==> src/hw/rtl/lsbc_pkg.sv <==
// ----------------------------------------------------------------------------
// lsbc_pkg
// Shared types, constants and the generator step for the LCG s-box byte
// cipher.
// ----------------------------------------------------------------------------
package lsbc_pkg;

  localparam int unsigned TableEntries = 256;
  localparam int unsigned IdxW         = $clog2(TableEntries);
  localparam int unsigned ByteW        = 8;
  localparam int unsigned GenW         = 32;
  localparam int unsigned MultW        = 5;
  localparam int unsigned SwapCntW     = MultW + IdxW;
  localparam int unsigned CmdW         = 2;
  localparam int unsigned CfgIdxW      = 2;
  localparam int unsigned CfgDataW     = 32;

  localparam logic [GenW-1:0]  LcgMult          = 32'h0808_8405;
  localparam logic [GenW-1:0]  StreamSeedRst    = 32'd20031955;
  localparam logic [GenW-1:0]  ShuffleSeedRst   = 32'd20091958;
  localparam logic [MultW-1:0] ShuffleMultRst   = 5'd8;

  // commands carried on the input word
  localparam logic [CmdW-1:0] CmdBuild   = 2'd0;
  localparam logic [CmdW-1:0] CmdEncrypt = 2'd1;
  localparam logic [CmdW-1:0] CmdDecrypt = 2'd2;

  // configuration register indexes
  localparam logic [CfgIdxW-1:0] CfgStreamSeed  = 2'd0;
  localparam logic [CfgIdxW-1:0] CfgShuffleSeed = 2'd1;
  localparam logic [CfgIdxW-1:0] CfgShuffleMult = 2'd2;

  typedef enum logic [1:0] {
    RdNone,
    RdData,
    RdSwap,
    RdInv
  } rd_e;

  typedef enum logic [2:0] {
    WrNone,
    WrFill,
    WrSwapA,
    WrSwapB,
    WrInv
  } wr_e;

  typedef struct packed {
    logic            accept;
    logic            g_seed;
    logic            g_step;
    logic            a_load;
    logic            b_load;
    rd_e             rd;
    wr_e             wr;
    logic [IdxW-1:0] idx;
    logic            out_load;
  } lsbc_cmd_t;

  typedef struct packed {
    logic             draw_hit;
    logic [MultW-1:0] mult;
  } lsbc_sts_t;

  function automatic logic [GenW-1:0] lcg_next(input logic [GenW-1:0] s);
    return s * LcgMult + 32'd1;
  endfunction

endpackage

==> src/hw/rtl/lsbc_ctrl.sv <==
// ----------------------------------------------------------------------------
// lsbc_ctrl
// Sequencer: handshakes, table build steps and result hand-off.
// ----------------------------------------------------------------------------
module lsbc_ctrl import lsbc_pkg::*; (
  input  logic            clk_i,
  input  logic            rst_ni,
  input  logic            in_valid_i,
  input  logic [CmdW-1:0] in_cmd_i,
  output logic            in_ready_o,
  output logic            out_valid_o,
  input  logic            out_ready_i,
  output lsbc_cmd_t       cmd_o,
  input  lsbc_sts_t       sts_i
);

  typedef enum logic [3:0] {
    S_IDLE,
    S_READ,
    S_FILL,
    S_DRAW_A,
    S_DRAW_B,
    S_SW_RD,
    S_SW_WA,
    S_SW_WB,
    S_INV_RD,
    S_INV_WR
  } state_e;

  state_e              state_q;
  logic [IdxW-1:0]     idx_q;
  logic [SwapCntW-1:0] swp_q;
  logic                out_valid_q;
  logic                pend_q;

  logic out_free;
  logic flush;
  logic acc;
  logic idx_last;

  assign out_free   = !out_valid_q || out_ready_i;
  assign flush      = pend_q && out_free;
  assign in_ready_o = (state_q == S_IDLE) && (!pend_q || out_free);
  assign acc        = in_valid_i && in_ready_o;
  assign idx_last   = (idx_q == IdxW'(TableEntries - 1));
  assign out_valid_o = out_valid_q;

  always_comb begin
    cmd_o          = '0;
    cmd_o.rd       = RdNone;
    cmd_o.wr       = WrNone;
    cmd_o.idx      = idx_q;
    cmd_o.accept   = acc;
    cmd_o.out_load = flush;
    case (state_q)
      S_IDLE: begin
        cmd_o.g_seed = acc && (in_cmd_i == CmdBuild);
      end
      S_READ:   cmd_o.rd = RdData;
      S_FILL:   cmd_o.wr = WrFill;
      S_DRAW_A: begin
        cmd_o.g_step = 1'b1;
        cmd_o.a_load = 1'b1;
      end
      S_DRAW_B: begin
        cmd_o.g_step = 1'b1;
        cmd_o.b_load = 1'b1;
      end
      S_SW_RD:  cmd_o.rd = RdSwap;
      S_SW_WA:  cmd_o.wr = WrSwapA;
      S_SW_WB:  cmd_o.wr = WrSwapB;
      S_INV_RD: cmd_o.rd = RdInv;
      S_INV_WR: cmd_o.wr = WrInv;
      default: ;
    endcase
  end

  always_ff @(posedge clk_i or negedge rst_ni) begin
    if (!rst_ni) begin
      state_q     <= S_IDLE;
      idx_q       <= '0;
      swp_q       <= '0;
      out_valid_q <= 1'b0;
      pend_q      <= 1'b0;
    end else begin
      if (flush) begin
        out_valid_q <= 1'b1;
        pend_q      <= 1'b0;
      end else if (out_ready_i) begin
        out_valid_q <= 1'b0;
      end
      case (state_q)
        S_IDLE: begin
          if (acc) begin
            if (in_cmd_i == CmdBuild) begin
              state_q <= S_FILL;
              idx_q   <= '0;
              swp_q   <= {sts_i.mult, IdxW'(0)};
            end else begin
              state_q <= S_READ;
            end
          end
        end
        S_READ: begin
          pend_q  <= 1'b1;
          state_q <= S_IDLE;
        end
        S_FILL: begin
          idx_q <= idx_q + IdxW'(1);
          if (idx_last) begin
            state_q <= (swp_q == '0) ? S_INV_RD : S_DRAW_A;
          end
        end
        S_DRAW_A: state_q <= S_DRAW_B;
        S_DRAW_B: begin
          if (!sts_i.draw_hit) begin
            state_q <= S_SW_RD;
          end
        end
        S_SW_RD: state_q <= S_SW_WA;
        S_SW_WA: state_q <= S_SW_WB;
        S_SW_WB: begin
          swp_q   <= swp_q - SwapCntW'(1);
          state_q <= (swp_q == SwapCntW'(1)) ? S_INV_RD : S_DRAW_A;
        end
        S_INV_RD: state_q <= S_INV_WR;
        S_INV_WR: begin
          idx_q <= idx_q + IdxW'(1);
          if (idx_last) begin
            pend_q  <= 1'b1;
            state_q <= S_IDLE;
          end else begin
            state_q <= S_INV_RD;
          end
        end
        default: state_q <= S_IDLE;
      endcase
    end
  end

endmodule

==> config.mk <==
export PLATFORM = sky130hd
export DESIGN_NAME = lsbc_ctrl
export DESIGN_NICKNAME = d
export VERILOG_FILES = /design/src/hw/rtl/lsbc_pkg.sv /design/src/hw/rtl/lsbc_ctrl.sv
export SDC_FILE = /design/constraint.sdc
export NUM_CORES = 1
export LEC_CHECK = 0
export ABC_AREA = 1
export BUFFER_PORTS_ARGS = -buffer_cell sky130_fd_sc_hd__buf_4
export CAP_MARGIN = 20
export CELL_PAD_IN_SITES_DETAIL_PLACEMENT = 1
export CELL_PAD_IN_SITES_GLOBAL_PLACEMENT = 1
export CORE_MARGIN = 2
export CORE_UTILIZATION = 31
export DETAILED_ROUTE_END_ITERATION = 7
export GPL_TIMING_DRIVEN = 1
export HOLD_SLACK_MARGIN = 0.03
export PLACE_DENSITY_LB_ADDON = 0.1
export SLEW_MARGIN = 10
export SYNTH_ARGS = -nofsm -noshare
export SYNTH_HDL_FRONTEND = slang
export SYNTH_SLANG_ARGS = --single-unit
==> constraint.sdc <==
create_clock -name clk_i -period 3.4 [get_ports clk_i]
set_input_delay 0.34 -clock clk_i [delete_from_list [all_inputs] [get_ports clk_i]]
set_output_delay 0.34 -clock clk_i [all_outputs]
set_load 0.05 [all_outputs]
==> impl_metrics.ini <==
[clock_network]
cts_sinks = 27
cts_root_buf = clkbuf_8
clk_pin_slew_ns = 0.10
cts_buffer_depth = 2
h-tree-depth = 1
cts_resized = 0
cts_buffers = 3
cts_tree = done
worstSkewPairLatency_ns = 0.27

[synth]
ys_seq_area_share_pct = 37.0
synth_area_leaders = dfrtp_1 (37%), nand2_1 (12%), inv_1 (7.8%)
synth_area_leader_cell = dfrtp_1
yosysWarnings = 0
ys_types = 31
syn-cell-area_um2 = 1820
syn_area_per_cell_um2 = 7.30
yosysTopAreaCellShare_pct = 37.0
syn_inst = 250
syn_nets = 266
ys_ff_latch = 27

[timing]
fmax_mhz = 451
relSlewSlack_pct = 65.3
min_period_ns = 2.22
setup_viol = 0
worstMarginPinSlew_ns = 0.519
setup_tns_ns = 0
clock_skew_ns = 0.00199
hold_viol = 0
maxSlewViolCount = 0
rsz0062_at_grt = no
timing.final.ws_setup_ns = 1.18
fin_crit_sh_pct = 65.2

[floorplanning]
core-area_um2 = 5610
die_w_um = 80.7
ios = 33
fp-row-count = 27
start_util_pct = 32.5
die_h_um = 80.7
die-area_um2 = 6510

[worst_setup_path]
crit_arrival_ns = 1.88
worst-setup-path-type = reg -> out
crit_fanout = 13
cp_data_required_time_ns = 3.06
critical_path.startpoint_type = register
endpoint_kind = output pin
r2r_setup_slack_ns = 1.73

[final_layout]
area_growth_pct = 19.8
utilization_pct = 39.0
antenna_cells = 0
fin_nets = 301
drive_gt1_share_pct = 21.8

[power]
powerDensity_nw_per_um2 = 883
p_leak_uw = 0.00117
vdd_ir_drop_max_uv = 304

[global_routing]
grt_pass1_wl_um = 8160
antenna_found_initial = 0
grt.total_usage_pct = 16.2
grt.overflow.total = 0
grt_pass1_vias = 1684
grt_max_degree = 28

[routing]
detail_route.vias_per_cell = 4.67
drc = 0
vias = 1663
drt-wirelength-per-cell_um = 13.3
dr.pass1.iters = 4
drtIter0Drc = 76
totalWireLength_um = 4750
antenna_left = 0

[outcome]
status = completed

[placed_design]
dp_slack_ns = 1.48
io_buffers = 32
dp.final_hpwl_um = 3750
gp_congestion = 0.711

[job]
drv_cap = 0

[hold_path]
min_path_type = in -> reg
==> kinds of logic (layout without fill, tap and decap cells) <==
family / count (synthesis) / count (layout) / synth area share, %
fa+ha+maj: 4 / 4 / 2.74
xor+xnor: 6 / 6 / 2.88
buf+inv: 46 / 80 / 10.4
simple gates: 148 / 148 / 40.9
compound gates: 19 / 19 / 6.04
flops: 27 / 27 / 37.0
==> cells in the final DEF, fill, tap and decap left out, drive strengths merged <==
| master | n |
|---|---|
| nand3 | 35 |
| buf | 32 |
| nor3 | 7 |
| xnor2 | 1 |
| clkinv | 2 |
| nand2 | 62 |
| o21ai | 12 |
| nor2 | 37 |
| o211ai | 1 |
| or2 | 3 |
| xor2 | 5 |
| dlygate4sd3 | 1 |
| dfrtp | 27 |
| ha | 4 |
| o221ai | 1 |
| clkbuf | 3 |
| a21oi | 3 |
| a31oi | 1 |
| nand4 | 3 |
| inv | 42 |
| nand3b | 1 |
| o21bai | 1 |
==> cells in the mapped netlist (all sizes together) <==
master / count
o21ai: 12
xnor2: 1
o211ai: 1
buf: 3
nand4: 3
o21bai: 1
nand3b: 1
inv: 42
nor3: 7
xor2: 5
a21oi: 3
ha: 4
dfrtp: 27
o221ai: 1
a31oi: 1
nand2: 62
nor2: 37
clkinv: 1
or2: 3
nand3: 35
==> worst paths after layout <==
| path | from | endpoint | cells after the start |
|---|---|---|---|
| max | state_q[0] | cmd_o[17] | 6 |
| min | sts_i[0] | swp_q[8] | 3 |
| max reg2reg | state_q[0] | idx_q[7] | 6 |
| min reg2reg | pend_q | out_valid_o | 2 |
| max in group asynchronous | rst_ni | swp_q[2] | 2 |
| min in group asynchronous | rst_ni | swp_q[5] | 2 |
==> critical path, stage by stage, from the launching register on <==
cell,delay [ns]
dfrtp_1,0.46
nor2_1,0.18
nand2_2,0.13
nor3_4,0.28
nand2_4,0.18
inv_2,0.16
buf_4,0.21
==> where the power goes <==
group / internal (uW) / switching (uW) / leakage [uW]
Clock: 82.3 / 108 / 0.0000255
Combinational: 353 / 793 / 0.000799
Sequential: 444 / 148 / 0.000347
Total: 880 / 1050 / 0.00117
==> sequential cells by signal (all words and copies together) (netlist names) <==
| signal | count |
|---|---|
| swp_q | 13 |
| out_valid_o | 1 |
| state_q | 4 |
| idx_q | 8 |
| pend_q | 1 |
==> metal layers <==
metal / global-route usage (%) / vias up / share of wire (%)
met4: 5.08 / 0 / 0.93
met1: 23.5 / 796 / 50
met5: 0 / - / 0
met3: 2.02 / 2 / 2.2
met2: 25.2 / 17 / 47
li1: - / 848 / -
==> repair_timing <==
| item | 4_1_cts | 5_1_grt |
|---|---|---|
| hold buffers | 1 | 0 |
| setup buffers | 0 | 0 |
| endpoints found under the hold margin | 27 | 0 |
==> final cells by class <==
type,count,area (um2)
multi-input combinational,177,958
clock buffer,3,41.3
clock inverter,1,5.00
sequential,27,676
fill,735,3420
timing repair buffer,33,250
tap,72,90.1
inverter,43,164
==> stage by stage <==
step           hold slack (ns)  total power, uW  instances  instance area [um2]
2_1_floorplan           0.0444             1440        250                 1820
3_3_place_gp             0.292             1740        351                 2130
3_5_place_dp             0.291             1760        351                 2130
4_1_cts                  0.247             1960        356                 2180
5_1_grt                  0.253             2120        356                 2180
6_report                 0.259             1930        356                 2180
No activity file was read; power rests on OpenSTA's default activity.
